### src/design/cgvg_pkg.sv
package cgvg_pkg;

  // Default grid limits.
  localparam int MaxStacksDef = 64;
  localparam int MaxSlicesDef = 64;

  // CORDIC setup: Q4.30 datapath, fixed number of micro-rotations.
  localparam int CordicSteps = 16;
  localparam int CordicW     = 34;
  localparam logic signed [CordicW-1:0] CordicGain = 34'sd652032874;

  // Configuration register indexes.
  typedef enum logic [1:0] {
    REG_RADIUS = 2'd0,
    REG_HEIGHT = 2'd1,
    REG_STACKS = 2'd2,
    REG_SLICES = 2'd3
  } cfg_reg_t;

  // Arctangent of 2^-k as a fraction of a turn, scaled by 2^32.
  function automatic logic signed [CordicW-1:0] atan_turn(input logic [3:0] k);
    logic signed [CordicW-1:0] v;
    unique case (k)
      4'd0:  v = 34'sh020000000;
      4'd1:  v = 34'sh012E4051E;
      4'd2:  v = 34'sh009FB385B;
      4'd3:  v = 34'sh0051111D4;
      4'd4:  v = 34'sh0028B0D43;
      4'd5:  v = 34'sh00145D7E1;
      4'd6:  v = 34'sh000A2F61E;
      4'd7:  v = 34'sh000517C55;
      4'd8:  v = 34'sh00028BE53;
      4'd9:  v = 34'sh000145F2F;
      4'd10: v = 34'sh0000A2F98;
      4'd11: v = 34'sh0000517CC;
      4'd12: v = 34'sh000028BE6;
      4'd13: v = 34'sh0000145F3;
      4'd14: v = 34'sh00000A2FA;
      default: v = 34'sh00000517D;
    endcase
    return v;
  endfunction

  // Data carried by one CORDIC cell to the next.
  typedef struct packed {
    logic                      vld;
    logic signed [CordicW-1:0] x;
    logic signed [CordicW-1:0] y;
    logic signed [CordicW-1:0] z;
    logic [1:0]                quad;
    logic [14:0]               radius;
    logic signed [15:0]        pos_y;
    logic [16:0]               tex_s;
    logic [16:0]               tex_t;
    logic                      quad_valid;
    logic [12:0]               base;
    logic [12:0]               s_plus1;
  } cgvg_cell_t;

endpackage

### src/design/cgvg_cell.sv
// One CORDIC micro-rotation; all side data rides along unchanged.
module cgvg_cell #(
  parameter int Step = 0
) (
  input  logic                cgvg_clk,
  input  logic                cgvg_rst_n,
  input  cgvg_pkg::cgvg_cell_t d_in,
  output cgvg_pkg::cgvg_cell_t d_out
);

  cgvg_pkg::cgvg_cell_t cell_r, cell_nxt;
  logic signed [cgvg_pkg::CordicW-1:0] dx, dy, at;

  // Rotate toward zero residual angle; reset drops the valid flag.
  always_comb begin
    dx = d_in.y >>> Step;
    dy = d_in.x >>> Step;
    at = cgvg_pkg::atan_turn(4'(Step));
    cell_nxt = d_in;
    cell_nxt.vld = d_in.vld & cgvg_rst_n;
    if (!d_in.z[cgvg_pkg::CordicW-1]) begin
      cell_nxt.x = d_in.x - dx;
      cell_nxt.y = d_in.y + dy;
      cell_nxt.z = d_in.z - at;
    end else begin
      cell_nxt.x = d_in.x + dx;
      cell_nxt.y = d_in.y - dy;
      cell_nxt.z = d_in.z + at;
    end
  end

  always_ff @(posedge cgvg_clk) begin
    cell_r <= cell_nxt;
  end

  assign d_out = cell_r;

endmodule

### config.mk
export PLATFORM = sky130hd
export DESIGN_NAME = cgvg_cell
export DESIGN_NICKNAME = d
export VERILOG_FILES = /design/src/design/cgvg_pkg.sv /design/src/design/cgvg_cell.sv
export SDC_FILE = /design/constraint.sdc
export NUM_CORES = 1
export LEC_CHECK = 0
export ABC_AREA = 1
export BUFFER_PORTS_ARGS = -buffer_cell sky130_fd_sc_hd__buf_2
export CAP_MARGIN = 20
export CELL_PAD_IN_SITES_DETAIL_PLACEMENT = 1
export CELL_PAD_IN_SITES_GLOBAL_PLACEMENT = 2
export CORE_ASPECT_RATIO = 1.75
export CORE_MARGIN = 4
export CORE_UTILIZATION = 29
export CTS_CLUSTER_SIZE = 8
export DETAILED_ROUTE_END_ITERATION = 7
export PLACE_DENSITY_LB_ADDON = 0.1
export SYNTH_ARGS = -nofsm -noshare
export SYNTH_HDL_FRONTEND = slang
export SYNTH_SLANG_ARGS = --single-unit
### constraint.sdc
create_clock -name cgvg_clk -period 3.9 [get_ports cgvg_clk]
set_input_delay 0.39 -clock cgvg_clk [delete_from_list [all_inputs] [get_ports cgvg_clk]]
set_output_delay 0.39 -clock cgvg_clk [all_outputs]
set_load 0.02 [all_outputs]
-- Word-level counts from Yosys, hierarchy flattened
Cells that the tools add are included.
- add/sub/neg operators: 5
- muxes and demuxes: 1
- bitwise gates (word level): 1
- operator list (kind ; count):
    $mux W102 ; 1
    $sub A34 B34 Y34 ; 2
    $add A34 B31 Y34 const B ; 1
    $add A34 B34 Y34 ; 1
    $sub A34 B31 Y34 const B ; 1
    $and A1 B1 Y1 ; 1
- register bits: 197
- input bits: 199
- output and inout bits: 197
- logic and storage cells: 19

-- Depth between registers and ports, before layout
- word-level depth: 2
- depth in mapped cells: 18
- mapped depth without buffers: 17

-- Worst setup path after synthesis
No wires, ideal clock.
- path kind: input port to flip-flop
- start: input d_in[128] (netlist bit)
- end: register cell_r (netlist bit d_out[160])
- setup time: 113 ps
- data arrival time: 1887 ps
- required time: 3787 ps
- path slack: 1900 ps
- stages on the path: 13
- buffers on the path: 0
- cell sequence: inv_1 ha_1 fa_1 o21ai_0 nand2_1 nand2_1 nand2_1 nand2_2 nand2_1 nand2_1 nand2_1 nand3_1 nand2_1
- RTL lines (what ; RTL line ; text):
    start, declared ; cgvg_cell.sv:7 ; input cgvg_pkg::cgvg_cell_t d_in,
    end signal, assigned ; cgvg_cell.sv:33 ; cell_r <= cell_nxt;
    end, declared ; cgvg_cell.sv:11 ; cgvg_pkg::cgvg_cell_t cell_r, cell_nxt;

==> flow_summary.json <==
{
  "result_of_the_run": "finished, final reports clean",
  "max_slew_margin": 0.4592,
  "cts_buffers": 17,
  "finalSetupViolCount": 0,
  "avgSynthCellArea_um2": 7.030,
  "clk_path_buf_depth": 2,
  "grt_overflow_total": 0,
  "part_of_the_cycle_the_worst_path_needs": 0.6168,
  "synth_fp_nets": 1895,
  "ir_worst_vdd_v": 0.0002351,
  "place.detailed.hpwl_mm": 44.49,
  "buffer_ports.inserted": 395,
  "clock-sinks": 196,
  "critical_path_class": "input port to flip-flop",
  "hold_path.class": "input port to flip-flop",
  "post-route-util": 0.3737,
  "drc": 0,
  "total_power_w": 0.005916,
  "path_clk_slew_ns": 0.09,
  "crit_fanout": 12,
  "yosysWarnings": 0,
  "drt.antenna.violating_nets": 0,
  "coreArea_mm2": 0.03787,
  "worstMarginPinSlew_ns": 0.8111,
  "hold_depth": 1,
  "via_count_of_the_first_global_routing_pass": 12488,
  "syn-cell-area_mm2": 0.01118,
  "chipWidth_um": 156.4,
  "synthesis.instances": 1590,
  "grt_start_max_net_pins": 65,
  "setup.worst_path.end_class": "flip-flop",
  "postSynthRegisterBits": 196,
  "fmaxAchievable_ghz": 0.4157,
  "final_layout_size_suffix_gt1_frac": 0.2393,
  "hold-path-endpoint": "d_out[40]",
  "synth.yosys.seq_area_share": 0.3510,
  "synth_cell_types": 42,
  "critical_path.startpoint_type": "input port",
  "critical_path_arrival_ns": 2.75,
  "place_inst": 2429,
  "area_growth_pct": 26.61,
  "holdBufCountCts": 0,
  "firstDrtPassIters": 5,
  "power.static_leakage_nw": 7.529,
  "route.detailed.vias_per_inst": 4.813,
  "post_cts_resized": 0,
  "cts.root.buffer_cell": "clkbuf_16",
  "globalRouteTotalUtil": 0.2323,
  "nets": 2273,
  "fin_setup_tns_ns": 0,
  "hold_start": "d_in[40]",
  "total_inserted_antenna_cells": 0,
  "ios": 396,
  "route.detailed.wl_per_inst_um": 20.69,
  "postRouteWirelength_mm": 50.91,
  "tritoncts": "built",
  "final-hold-violation-count": 0,
  "first_pass_grt_wire_length_mm": 73.00,
  "rsz_0062_raised_after_global_routing": "false",
  "finalWorstPathRequiredPeriod_ns": 2.406,
  "drt_iter0_markers": 408,
  "cts_htree_levels": 4,
  "largest_register_ffs": 196,
  "post_layout_nonfiller_instances": 2461,
  "slew_violations": 0,
  "number_of_maximum_capacitance_constraint_violations": 0,
  "cp.required_ns": 4.25,
  "power_density_mw_per_mm2": 418.0,
  "grt_antenna_before_repair": 7,
  "routed-via-count": 11846,
  "die_area_mm2": 0.04187,
  "die_y_um": 267.7,
  "placementRows": 94,
  "post_cts.repair.setup_buffers": 0,
  "gp_congestion": 0.8956,
  "initial_core_util": 0.2952,
  "finalHoldWorstSlack_ns": 0.03791
}
-- metal layers --
| layer | track usage | up-vias | part of all wire | wire length [um] |
|---|---|---|---|---|
| met5 | 0 | - | 0.00061 | 31 |
| met3 | 0.03622 | 94 | 0.050 | 2533 |
| met1 | 0.2109 | 5572 | 0.33 | 16900 |
| met2 | 0.4878 | 354 | 0.57 | 29260 |
| li1 | - | 5822 | - | - |
| met4 | 0.09836 | 4 | 0.043 | 2176 |
-- stage by stage --
step	setup slack, ns	area [um2]
floorplan	1.900	11180
global placement	1.005	13540
detailed placement	1.013	13540
CTS	1.494	14150
global route	1.283	14150
finish	1.494	14150
-- cell usage after synthesis, drive strengths merged --
master | number | area [um2]
o211ai | 3 | 22.52
nor3 | 17 | 110.1
nand2 | 417 | 1598
inv | 208 | 780.7
buf | 35 | 234.0
clkinv | 2 | 8.750
nand3 | 157 | 800.8
a211oi | 1 | 7.510
fa | 4 | 80.08
and2 | 1 | 6.260
nand3b | 1 | 11.26
nor4 | 3 | 31.28
xor2 | 30 | 262.8
o21ai | 93 | 480.4
o21a | 4 | 30.03
nor2 | 136 | 520.5
o31ai | 5 | 37.54
dfxtp | 196 | 3924
o22ai | 4 | 25.02
clkbuf | 7 | 26.28
o21bai | 9 | 67.56
a21o | 10 | 75.07
or2 | 5 | 31.28
a21oi | 126 | 641.9
ha | 102 | 1276
a31oi | 3 | 18.77
nand4 | 10 | 62.56
a21boi | 1 | 7.510
-- placed cells by master (no fill, tap or decap), drive strengths merged, types with 3 or more instances in the layout --
| cell | count |
|---|---|
| o31ai | 5 |
| fa | 4 |
| nand2 | 417 |
| nand3 | 157 |
| buf | 401 |
| clkbuf | 18 |
| o21bai | 9 |
| nor4 | 3 |
| clkinv | 9 |
| o211ai | 3 |
| o22ai | 4 |
| a21o | 10 |
| or2 | 5 |
| a31oi | 3 |
| dfxtp | 196 |
| xor2 | 30 |
| o21a | 4 |
| ha | 102 |
| a21oi | 126 |
| nor2 | 136 |
| nand4 | 10 |
| o21ai | 93 |
| inv | 215 |
| nor3 | 17 |
-- cells by family (layout without fill, tap and decap cells) --
family / Yosys count / after routing / synth area share
adder cells (fa/ha/maj): 106 / 106 / 0.1213
buffers and inverters: 252 / 643 / 0.09391
XOR/XNOR: 30 / 30 / 0.02351
AND/OR/NAND/NOR: 747 / 747 / 0.2837
AO/OA/AOI/OAI: 259 / 259 / 0.1265
flip-flops: 196 / 196 / 0.3510
-- worst max-delay path by stage --
stage | endpoint | start | slack, ns
global route | d_out[195] | d_in[132] | 1.28
global placement | d_out[180] | d_in[131] | 1.01
finish | d_out[187] | d_in[132] | 1.49
detailed placement | d_out[180] | d_in[131] | 1.01
floorplan | d_out[160] | d_in[128] | 1.90
CTS | d_out[180] | d_in[131] | 1.49
-- critical path, stage by stage --
cell     delay, ns
buf_2         0.10
inv_1         0.04
ha_1          0.66
inv_1         0.20
nand2_1       0.10
nand2_1       0.09
inv_1         0.08
nand2_1       0.06
nand2_1       0.05
nand2_1       0.06
nand2_1       0.08
nand3_1       0.32
nand2_1       0.20
nand3_1       0.12
nand3_1       0.12
nand2_1       0.07
-- power by group --
group	switching, W	internal [W]
clock	0.000926	0.000876
sequential	0.0000451	0.00220
combinational	0.00130	0.000568
total	0.00227	0.00365
-- area by class of cell --
type                            count  area (um2)
Fill cell                        4942       23720
Multi-Input combinational cell   1142        6205
Sequential cell                   196        3924
Timing Repair Buffer              401        2022
Inverter                          210       789.5
Tap cell                          480       600.6
Clock buffer                       18       429.2
Clock inverter                     14       182.7
No activity file was read; power rests on OpenSTA's default activity.
