--- config.mk ---
export PLATFORM = sky130hd
export DESIGN_NAME = cgvg_divider
export DESIGN_NICKNAME = d
export VERILOG_FILES = /design/src/design/cgvg_divider.sv
export SDC_FILE = /design/constraint.sdc
export NUM_CORES = 1
export LEC_CHECK = 0
export ABC_AREA = 1
export BUFFER_PORTS_ARGS = -buffer_cell sky130_fd_sc_hd__buf_2
export CORE_UTILIZATION = 25
export CTS_CLUSTER_DIAMETER = 30
export CTS_CLUSTER_SIZE = 10
export DETAILED_ROUTE_END_ITERATION = 12
export PLACE_DENSITY = 0.39
export SETUP_SLACK_MARGIN = 0.3
export SYNTH_ARGS = -nofsm -noshare
export SYNTH_HDL_FRONTEND = slang
export SYNTH_SLANG_ARGS = --single-unit
--- constraint.sdc ---
create_clock -name clk -period 4.6 [get_ports clk]
set_input_delay 0 -clock clk [delete_from_list [all_inputs] [get_ports clk]]
set_output_delay 0 -clock clk [all_outputs]
set_load 0.03 [all_outputs]
--- src/design/cgvg_divider.sv ---
// Pipelined restoring divider, one quotient bit per stage.
module cgvg_divider #(
  parameter int NumW = 24,
  parameter int DenW = 8,
  parameter int Tag  = 1
) (
  input  logic            clk,
  input  logic            rst_n,
  input  logic [NumW-1:0] num,
  input  logic [DenW-1:0] den,
  input  logic [Tag-1:0]  tag_in,
  output logic [NumW-1:0] quo,
  output logic [Tag-1:0]  tag_out
);

  localparam int RemW = DenW + 1;

  logic [NumW-1:0] num_r [NumW+1];
  logic [NumW-1:0] q_r   [NumW+1];
  logic [RemW-1:0] rem_r [NumW+1];
  logic [DenW-1:0] den_r [NumW+1];
  logic [Tag-1:0]  tag_r [NumW+1];

  always_comb begin
    num_r[0] = num;
    q_r[0]   = '0;
    rem_r[0] = '0;
    den_r[0] = den;
    tag_r[0] = tag_in;
  end

  // Each stage brings down one numerator bit and tries a subtract.
  for (genvar g = 0; g < NumW; g++) begin : g_stage
    logic [RemW:0]   trial;
    logic [RemW-1:0] rem_nxt;
    logic [NumW-1:0] q_nxt;
    always_comb begin
      trial = {rem_r[g], num_r[g][NumW-1-g]};
      if (trial >= {2'b00, den_r[g]}) begin
        rem_nxt = RemW'(trial - {2'b00, den_r[g]});
        q_nxt   = q_r[g] | (NumW'(1) << (NumW-1-g));
      end else begin
        rem_nxt = RemW'(trial);
        q_nxt   = q_r[g];
      end
    end
    // The tag carries the valid flag, so reset clears every stage of it at once.
    always_ff @(posedge clk) begin
      num_r[g+1] <= num_r[g];
      q_r[g+1]   <= q_nxt;
      rem_r[g+1] <= rem_nxt;
      den_r[g+1] <= den_r[g];
      tag_r[g+1] <= rst_n ? tag_r[g] : '0;
    end
  end

  assign quo     = q_r[NumW];
  assign tag_out = tag_r[NumW];

endmodule

Yosys cells after proc, flatten, opt, wreduce, memory -nomap -nowiden
Index checks and enable logic that the tools add are counted.
Widths: inputs -> output; s select.
{ "op_classes": {"order_cmp": 24, "mux": 24, "addsub": 23} }
{ "ops": {"columns": ["operator", "n"], "rows": [
  ["$ge 10x8->1", 23],
  ["$mux 9", 22],
  ["$sub 9x8->9", 22],
  ["$mux 24", 1],
  ["$sub 1x8->9", 1],
  ["$ge 1x8->1", 1],
  ["$mux 1", 1]
]} }
{ "totals": {"ff_bits": 1267, "wordCells": 212, "out_inout_bits": 25, "input_bits": 35} }

Longest topological paths before layout
Gate-level depths: netlist of the first run.
{ "depth": {"word_depth": 2, "mapped_depth": 12, "depth_no_buf": 12} }

Worst setup path before layout of the first run
OpenSTA, ideal clock, no wires.
{ "synth_timing": {"path_kind": "register -> register", "from": "register num_r, in the netlist g_stage[9].trial[0]", "to": "register rem_r, in the netlist g_stage[10].trial[1]", "setup_time_ns": 0.058, "slack_ns": 2.973, "period_less_slack_ns": 1.627, "arrival_time_ns": 1.569, "path_buffers": 0, "required_time_ns": 4.542, "path_stages_with_launch": 12, "path_cell_list": "dfxtp_1 > inv_1 > ha_1 > inv_1 > fa_1 > nand3_1 > nand3_1 > nand2_2 > nand2_4 > nor2_8 > nand3_1 > nand2_1"} }
{ "synth_via": {"elab_chain_cells": 2, "word_cells_on_any_way": 3, "cone_classes": "add/sub (1); order compare (1); mux (1)"} }
{ "synth_rtl": {"columns": ["element", "line_no", "rtl"], "rows": [
  ["from (decl)", "18", "logic [NumW-1:0] num_r [NumW+1];"],
  ["from (signal, indexed assignment)", "49", "num_r[g+1] <= num_r[g];"],
  ["$sub 9x8->9 or $ge 10x8->1 (tied branches)", "40, 39", null],
  ["$mux 9 (*)", "39", "if (trial >= {2'b00, den_r[g]}) begin"],
  ["via g_stage[9].rem_nxt[0]", "35", "logic [RemW-1:0] rem_nxt;"],
  ["to (signal, indexed assignment)", "51", "rem_r[g+1] <= rem_nxt;"],
  ["to (decl)", "20", "logic [RemW-1:0] rem_r [NumW+1];"]
]} }
Mark *: on every way through the listed nets, which the timed path passes. The rest lies on a longest branch.
A chain may end at the register's enable or synchronous reset.

Final worst setup path of the first run
{ "layout_timing": {"from": "register den_r[136] (netlist bit)", "to": "register rem_r, in the netlist g_stage[8].trial[4]"} }
{ "layout_via": {"elab_chain_cells": 2, "word_cells_on_any_way": 3, "cone_classes": "add/sub (1); order compare (1); mux (1)"} }
{ "layout_rtl": {"columns": ["element", "line_no", "rtl"], "rows": [
  ["from (decl)", "21", "logic [DenW-1:0] den_r [NumW+1];"],
  ["from (signal, indexed assignment)", "52", "den_r[g+1] <= den_r[g];"],
  ["$sub 9x8->9 or $ge 10x8->1 (tied branches)", "40, 39", null],
  ["$mux 9 (*)", "39", null],
  ["via g_stage[7].rem_nxt[3]", "35", null]
]} }
Marked as above.

==> metrics.cfg, run 1 <==
[place]
placed_cell_area_um2=37500
gp_congestion=0.807
place_inst=5648
dp_hpwl_um=51300
port_buffers=59

[drt]
viasPerCell=3.76
detail_route.wl_per_cell_um=11.5
routed_wl_um=70700
drtPass1Iterations=5
vias=23100
drc_errors=0
antenna_left=0
drtIter0Drc=868

[critical_path]
crit_family=simple AND/OR/NAND/NOR gates
critical_path_class=reg -> reg
cp-end-kind=flop
crit_cells=10
worst_path_max_delay_cell=dfxtp_1
worstPathCellList=ha_1, inv_1, fa_1, nand3_1, nand3_1, nand2_2, nand2_4, nor2_8, nand3_1, nand2_1
worst-path-max-fanout=9
r2r-start=den_r[136]
r2r_setup_slack_ps=2520
reg2reg_depth=10
crit_arrival_ps=2800
crit_required_ps=5320
crit_start=den_r[136]
endpoint=g_stage[8].trial[4]
crit_buf_inv=1
start_kind=flop
crit_top_cell=nand3_1
max_stage_delay_ps=450
r2r_end=g_stage[8].trial[4]

[layout]
nNetsFinal=4330
stdcell_count=6155
area_growth_pct=33.8
antenna-diode-count=0
drive_above_1_share=0.165
stdcell_area_um2=46700

[yosys]
synth_ff_type=dfxtp_1
synth_nets=3971
synthArstFlopShare=0
yosysWarnings=0
yosys.area.top_type=dfxtp_1
netlist_instances=3728
yosys-top-cells-count=1108 x nand2_1, 991 x dfxtp_1, 636 x inv_1
synth-edff-count=0
synth.area.top_cells=dfxtp_1 57%, nand2_1 12%, inv_1 6.8%
yosys.cell_types.count=29
synth_area_per_cell_um2=9.35
syn_area_um2=34900
synth.top_cell.area_share=0.569
ys_seq_elements=991
synthMostInstantiatedCell=nand2_1
yosysSeqAreaShare=0.569

[timing]
worst_pin_slew_ps=549
timing.hold.ws_ps=154
relSlewSlack=0.633
finalClockSkew_ps=59.8
min_period_over_period=0.452
slew_violations=0
rsz0062_at_grt=false
finalCriticalPeriod_ps=2080
fin_tns_setup_ps=0
fmax_mhz=481
setup_violations=0
final-hold-violation-count=0

[cts]
clockRootBuffer=clkbuf_16
post_cts_buffers=0
htree_levels=4
ctsLongestPathBuffers=3
cts_tree=built
cts_inserted_buffers=232
clkTransAtPathRegs_ps=40
clock_sinks=991
cts.repair.resized=0
clock_latency_ps=800
hold_buffers=68

[min_path]
hold_path_class=in -> reg

[floorplanning]
dieArea_um2=141000
die_h_um=375
rows=136
core_um2=138000
initial_core_util=0.253
die_x_um=375
ios=60

[power]
ir_drop_mv=0.308
power.density_nw_per_um2=822
p_leak_nw=23.1

[grt]
grt_antenna_before_repair=0
grt_pass1_vias=23700
grt_overflow=0
grt_pass1_wl_um=117000
grt_max_degree=25
grt_use_total=0.103

[run_status]
status=completed

[flow_run]
maxCapViolCount=0

==> per-stage QoR <==
stage | power, mW | utilization | setup slack, ps
3_3_place_gp | 21.5 | 0.272 | 2470
6_report | 38.3 | 0.338 | 2520
3_5_place_dp | 21.5 | 0.272 | 2520
4_1_cts | 39.1 | 0.338 | 2500
5_1_grt | 41.0 | 0.338 | 2350
2_1_floorplan | 19.0 | - | 2970
==> cell type report <==
cell class | count | area (µm²)
inverter | 659 | 2470
fill | 14100 | 91400
clock buffer | 291 | 6390
tap | 1863 | 2330
multi-input combinational | 2076 | 12500
timing repair buffer | 127 | 976
clock inverter | 148 | 2100
sequential | 991 | 19800
==> layer usage <==
metal / vias up / track usage / routed length [µm]
met1: 10200 / 0.122 / 32600
li1: 12400 / - / -
met2: 368 / 0.167 / 32500
met5: - / 0 / 0
met4: 0 / 0.0536 / 2390
met3: 171 / 0.0294 / 3170
==> sequential cells by signal, indices dropped and copies added, names as in the netlist <==
register and flops:
den_r 184, g_stage.trial 230, num_r 253, q_r 276, quo 24, tag_out 1
tag_r 23
==> layout by cell type, fill, tap and decap left out, types with 39 or more instances in the layout <==
master         synthesis  routed
buf_2                  0      59
bufinv_16              0      39
clkbuf_16              0     233
dfxtp_1              991     991
dlygate4sd3_1          0      68
ha_1                 186     186
inv_1                636     636
nand2_1             1108    1108
nand2_2               44      44
nand3_1              323     323
nand4_1               46      46
nor2_1                81      81
xor2_1                68      68
==> logic make-up (layout without fill, tap and decap cells) <==
| logic type | count (synthesis) | count (layout) | share of synthesized area |
|---|---|---|---|
| simple gates | 1728 | 1728 | 0.241 |
| flops | 991 | 991 | 0.569 |
| buf+inv | 661 | 1225 | 0.0712 |
| fa+ha+maj | 208 | 208 | 0.0794 |
| compound gates | 72 | 72 | 0.0223 |
| xor+xnor | 68 | 68 | 0.0171 |
==> worst register-to-register path, cell delays in order, from the launching register on <==
cell,delay (ps)
dfxtp_1,450
ha_1,200
inv_1,80
fa_1,430
nand3_1,110
nand3_1,140
nand2_2,160
nand2_4,80
nor2_8,160
nand3_1,100
nand2_1,110
==> power by group <==
part | internal, mW | leakage [nW] | switching (mW)
clock | 12.0 | 4.08 | 5.15
combinational | 3.47 | 10.7 | 6.02
sequential | 10.6 | 8.30 | 1.09
==> how the worst min path moves through the flow <==
stage,depth (start not counted),startpoint,slack [ps],endpoint
5_1_grt,5,den[1],150,g_stage[1].trial[4]
3_5_place_dp,1,num[16],100,num_r[568]
3_3_place_gp,1,num[21],100,num_r[573]
2_1_floorplan,0,den[0],30,den_r[184]
6_report,5,den[1],150,g_stage[1].trial[4]
4_1_cts,5,num[23],70,g_stage[1].trial[1]
No activity file was read; power rests on OpenSTA's default activity.
==> run 2: changes to the inputs <==
--- a/config.mk
+++ b/config.mk
@@ -5,7 +5,7 @@
 export SDC_FILE = /design/constraint.sdc
 export NUM_CORES = 1
 export LEC_CHECK = 0
-export ABC_AREA = 1
+export ABC_AREA = 0
 export BUFFER_PORTS_ARGS = -buffer_cell sky130_fd_sc_hd__buf_2
 export CORE_UTILIZATION = 25
 export CTS_CLUSTER_DIAMETER = 30
==> constraint.sdc (replaced) <==
create_clock -name clk -period 2.1 [get_ports clk]
set_input_delay 0 -clock clk [delete_from_list [all_inputs] [get_ports clk]]
set_output_delay 0 -clock clk [all_outputs]
set_load 0.03 [all_outputs]
==> run 2 against run 1 <==
Clock skew shrank 18 ps. Synthesized cell count down 27%. Hold slack lost 42 ps. Die area is 8.7% lower. Register-to-register slack got worse by 2500 ps. Core utilization increased by 5.8 points. Setup slack lost 2500 ps. Largest power group unchanged. Routed wire length decreased by 3.6%. Combinational power rose to 2.8 times the previous value.
==> metrics.cfg, run 2 <==
[drt]
detail_route.wl_per_cell_um=13.0
drc_errors=0
drtIter0Drc=679
viasPerCell=4.08
vias=21400
routed_wl_um=68100
antenna_left=0
drtPass1Iterations=5

[min_path]
min_from=den[1]
hold_path_end=g_stage[1].trial[8]
hold_path_class=in -> reg
hold_path_depth=5

[critical_path]
r2r_setup_slack_ps=50
worst-path-max-fanout=2
start_kind=flop
crit_required_ps=2770
r2r-start=g_stage[7].trial[0]
critical_path_class=reg -> reg
reg2reg_depth=10
cp-end-kind=flop
crit_arrival_ps=2730
r2r_end=g_stage[8].trial[8]

[yosys]
netlist_instances=2735
synth-edff-count=0
synth.top_cell.area_share=0.624
yosysSeqAreaShare=0.624
syn_area_um2=31800
ys_seq_elements=991
yosys.area.top_type=dfxtp_1
yosys-top-cells-count=991 x dfxtp_1, 254 x inv_1, 216 x nand2_1
synthMostInstantiatedCell=dfxtp_1
synth.area.top_cells=dfxtp_1 62%, ha_1 7.3%, inv_1 3.0%
synth_nets=2978
yosys.cell_types.count=45
synth_area_per_cell_um2=11.6
yosysWarnings=0
synthArstFlopShare=0
synth_ff_type=dfxtp_1

[floorplanning]
rows=130
initial_core_util=0.253
die_h_um=359
die_x_um=359
dieArea_um2=129000
core_um2=126000
ios=60

[timing]
setup_violations=0
finalClockSkew_ps=41.3
fin_tns_setup_ps=0
fmax_mhz=488
finalCriticalPeriod_ps=2050
rsz0062_at_grt=true
relSlewSlack=0.654
min_period_over_period=0.976
timing.hold.ws_ps=112
worst_pin_slew_ps=505
final-hold-violation-count=0
slew_violations=0

[cts]
clkTransAtPathRegs_ps=50
clock_latency_ps=800
htree_levels=4
cts_tree=built
clock_sinks=991
ctsLongestPathBuffers=3
clockRootBuffer=clkbuf_16
cts_inserted_buffers=222

[grt]
grt_pass1_wl_um=108000
grt_max_degree=25
grt_overflow=0
grt_use_total=0.104
grt_antenna_before_repair=1
grt_pass1_vias=22300

[place]
placed_cell_area_um2=35200
place_inst=4508
gp_congestion=0.798
port_buffers=59
dp_hpwl_um=42900

[layout]
nNetsFinal=3642
final_cell_mix=866 x dfxtp_1, 242 x buf_4, 222 x clkbuf_16, 192 x inv_1, 128 x ha_4
largest_reg_flops=276
stdcell_count=5237
largest-register=q_r
area_growth_pct=56.9
fill_cells=12000
drive_above_1_share=0.438
antenna-diode-count=0
stdcell_area_um2=49900
mostFrequentLayoutCell=dfxtp_1

[power]
clockPowerShare=0.404
power.density_nw_per_um2=1760
p_seq_frac=0.290
power_frac_comb=0.305
p_sw_mw=26.1
p_sw_frac=0.297
p_int_mw=61.9
ir_drop_mv=0.802
total_power_mw=88.0
p_leak_nw=21.0

[flow_run]
maxCapViolCount=0

[run_status]
status=completed

[run 2: what timing repair did]
item | in CTS | in global routing
setup endpoints to repair | 187 | 200
pin swaps | 95 | 178
hold buffers | 70 | 0
buffers inserted | 124 | 114
endpoints found under the hold margin | 65 | 0
cloned | 9 | 0
gates resized for setup | 487 | 617
[run 2: layout make-up]
| class | instances | area (µm²) | share of cell area |
|---|---|---|---|
| clock buffer | 279 | 6070 | 0.122 |
| clock inverter | 133 | 1930 | 0.0387 |
| inverter | 272 | 1050 | 0.0211 |
| multi-input combinational | 1448 | 14800 | 0.296 |
| sequential | 991 | 20000 | 0.401 |
| tap | 1650 | 2060 | 0.0414 |
| timing repair buffer | 464 | 3960 | 0.0793 |
[run 2: critical path: stages, from the launching register on]
cell	delay, ps
dfxtp_2	320
inv_2	60
ha_4	120
inv_2	40
fa_2	410
nand3_4	110
a21oi_4	70
nor4b_4	280
buf_4	180
inv_4	30
mux2_4	300
[run 2: through the flow]
stage / worst slack [ps] / utilization
after floorplan: 268 / -
after global placement: -87.9 / 0.279
after detailed placement: -84.9 / 0.279
after CTS: 2.66 / 0.372
after global routing: -6.20 / 0.396
final: 49.6 / 0.396
[run 2: per-layer routing]
| metal | share of wire | wire, µm | GRT usage | vias up |
|---|---|---|---|---|
| li1 | - | - | - | 10700 |
| met3 | 0.049 | 3330 | 0.0358 | 209 |
| met1 | 0.43 | 29100 | 0.116 | 10100 |
| met5 | 0.00015 | 10 | 0 | - |
| met2 | 0.49 | 33100 | 0.172 | 369 |
| met4 | 0.039 | 2650 | 0.0586 | 2 |
[run 2: cells by family (layout without fill, tap and decap cells)]
kind of cell | count (synthesis) | after routing | share of synthesized area
AOI/OAI and AO/OA | 509 | 509 | 0.100
buffers and inverters | 296 | 1148 | 0.0375
xor gates and xnor gates | 68 | 68 | 0.0187
DFF | 991 | 991 | 0.624
adders and majority gates | 208 | 208 | 0.0870
and+or+nand+nor | 579 | 579 | 0.103
muxes | 84 | 84 | 0.0299
[run 2: how the worst max path moves through the flow]
stage / start / endpoint / slack (ps) / cells after the start
floorplan: g_stage[9].trial[0] / g_stage[10].trial[8] / 270 / 9
global placement: den_r[107] / g_stage[12].trial[1] / -90 / 7
detailed placement: den_r[147] / g_stage[7].trial[8] / -80 / 8
CTS: g_stage[17].trial[0] / g_stage[18].trial[8] / 3 / 10
global route: g_stage[5].trial[0] / g_stage[6].trial[8] / -6 / 11
finish: g_stage[7].trial[0] / g_stage[8].trial[8] / 50 / 10
[run 2: power by group through the flow]
| stage | registers [mW] | logic, mW | clock network (mW) |
|---|---|---|---|
| 2_1_floorplan | 24.7 | 13.1 | 0 |
| 3_3_place_gp | 25.3 | 17.3 | 0 |
| 3_5_place_dp | 25.3 | 17.6 | 0 |
| 4_1_cts | 25.2 | 21.8 | 36.6 |
| 5_1_grt | 26.0 | 29.2 | 37.7 |
| 6_report | 25.5 | 26.9 | 35.6 |
==> run 3: changes to the inputs <==
--- a/config.mk
+++ b/config.mk
@@ -11,8 +11,11 @@
 export CTS_CLUSTER_DIAMETER = 30
 export CTS_CLUSTER_SIZE = 10
 export DETAILED_ROUTE_END_ITERATION = 12
+export GPL_TIMING_DRIVEN = 0
+export HOLD_SLACK_MARGIN = 0.12
 export PLACE_DENSITY = 0.39
 export SETUP_SLACK_MARGIN = 0.3
+export SKIP_LAST_GASP = 1
 export SYNTH_ARGS = -nofsm -noshare
 export SYNTH_HDL_FRONTEND = slang
 export SYNTH_SLANG_ARGS = --single-unit
==> run 3 against run 2 <==
First-iteration DRC count shrank 1.3%. Global-route usage shrank 0.20 points. Register-to-register slack gained 60 ps. Critical endpoint is now g_stage[22].trial[8]. Clock skew shrank 1.1 ps. Highest routed layer is now met4. Core utilization is the same. Largest cell class unchanged. Fmax grew 2.8%. Clock power is essentially flat. Die area is the same.
==> metrics.cfg, run 3 (synthesis results as in run 2) <==
[timing]
relSlewSlack=0.633
setup_slack_ps=105
fmax_mhz=501
worst_pin_slew_ps=536
min_period_over_period=0.950
finalClockSkew_ps=40.1
final-hold-violation-count=0
rsz0062_at_grt=true
finalCriticalPeriod_ps=2000
slew_violations=0
setup_violations=0

[drt]
antenna_left=0
detail_route.wl_per_cell_um=13.0
top_layer=met4
drtPass1Iterations=5
met3_length_um=3120
routed_wl_um=67800
vias=21400
drc_errors=0
wl_met2_um=32900
viasPerCell=4.11
wirelength_met1_um=29000
drtIter0Drc=670

[cts]
cts_tree=built
clock_latency_ps=790
clkTransAtPathRegs_ps=40
clock_sinks=991
clockRootBuffer=clkbuf_16
cts_inserted_buffers=223
ctsLongestPathBuffers=3
htree_levels=4

[layout]
largest-register=q_r
area_growth_pct=56.9
nNetsFinal=3592
antenna-diode-count=0
drive_above_1_share=0.444
stdcell_area_um2=49900
final_cell_mix=869 x dfxtp_1, 228 x clkbuf_16, 202 x buf_4, 198 x inv_1, 148 x ha_4
largest_reg_flops=276
mostFrequentLayoutCell=dfxtp_1

[grt]
grt_overflow=0
grt_use_total=0.102
grt_pass1_wl_um=107000
grt_pass1_vias=22000
grt_max_degree=17
grt_antenna_before_repair=0

[floorplanning]
die_x_um=359
core_um2=126000
rows=130
ios=60
initial_core_util=0.253
die_h_um=359
dieArea_um2=129000

[critical_path]
r2r_setup_slack_ps=100
cp-end-kind=flop
r2r-start=g_stage[21].trial[0]
critical_path_class=reg -> reg
reg2reg_depth=10
start_kind=flop
crit_arrival_ps=2670
worst-path-max-fanout=6
crit_required_ps=2780
r2r_end=g_stage[22].trial[8]

[power]
power.density_nw_per_um2=1770
p_leak_nw=20.8
ir_drop_mv=0.881
p_int_mw=61.9
power_frac_comb=0.306
p_sw_mw=26.5
clockPowerShare=0.404
p_seq_frac=0.290
p_sw_frac=0.300

[place]
port_buffers=59
post-place-ws_ps=-102
dp_hpwl_um=41200
gp_congestion=0.798
placed_cell_area_um2=34700

[min_path]
hold_path_class=in -> reg
hold_path_depth=4
min_from=rst_n
hold_path_end=tag_r[20]

[run_status]
status=completed

[flow_run]
maxCapViolCount=0

-- run 3: changes by cell type in the layout (fill, tap and decap cells not counted), moves of 10 or more --
cell / change
buf_4: -40
ha_4: +20
buf_6: -18
nand2_4: +18
ha_1: -17
clkbuf_1: -16
inv_2: -15
nand2_1: -15
o21ai_2: +14
o21ai_1: -10
-- run 3: power groups by stage --
stage               clock network (mW)  registers, mW  logic (mW)
floorplan                            0           24.7        13.1
global placement                     0           25.1        16.4
detailed placement                   0           25.2        16.7
CTS                               36.7           25.2        21.7
global route                      37.7           26.1        29.4
finish                            35.7           25.6        27.1
-- run 3: final cells by class --
class	instances	area, µm²
fill	11800	76000
inverter	272	1070
sequential	991	20000
clock buffer	269	6170
timing repair buffer	389	3210
buffer	24	297
multi-input combinational	1448	15200
clock inverter	152	1900
tap	1650	2060
-- run 3: worst max-delay path by stage --
stage	start	to	slack, ps	cells after the start
detailed placement	den_r[38]	g_stage[21].trial[8]	-100	7
CTS	g_stage[17].trial[0]	g_stage[18].trial[1]	50	10
global route	den_r[93]	g_stage[14].trial[8]	20	8
global placement	den_r[143]	g_stage[8].trial[8]	-90	7
floorplan	g_stage[9].trial[0]	g_stage[10].trial[8]	270	9
finish	g_stage[21].trial[0]	g_stage[22].trial[8]	100	10
-- run 3: stage by stage --
| stage | total power [mW] | util | hold WS, ps | cells | TNS [ps] |
|---|---|---|---|---|---|
| detailed placement | 41.9 | 0.275 | 104 | 4444 | -2720 |
| CTS | 83.7 | 0.371 | 251 | 5073 | 0 |
| floorplan | 37.8 | - | 27.7 | 2735 | 0 |
| finish | 88.4 | 0.396 | 284 | 5195 | 0 |
| global placement | 41.6 | 0.275 | 102 | 4444 | -2180 |
| global route | 93.2 | 0.396 | 301 | 5195 | 0 |
-- run 3: timing repair --
| action | 4_1_cts | 5_1_grt |
|---|---|---|
| setup endpoints to repair | 197 | 206 |
| gates resized for setup | 595 | 568 |
| gates cloned | 19 | 3 |
| hold buffers | 75 | 0 |
| pin swaps | 148 | 172 |
| endpoints found under the hold margin | 65 | 0 |
| setup buffers | 114 | 119 |
-- run 3: critical path: stages (launching register included) --
cell and delay (ps):
dfxtp_2 320, inv_2 50, ha_4 120, inv_2 40, fa_2 420, nand3_4 100, a21oi_4 80, nor4b_4 230
buf_6 180, inv_2 50, mux2_4 290
-- run 3: layer usage --
layer,vias up,GRT usage
li1,10600,-
met2,417,0.167
met3,200,0.0309
met4,0,0.0660
met1,10100,0.115
met5,-,0
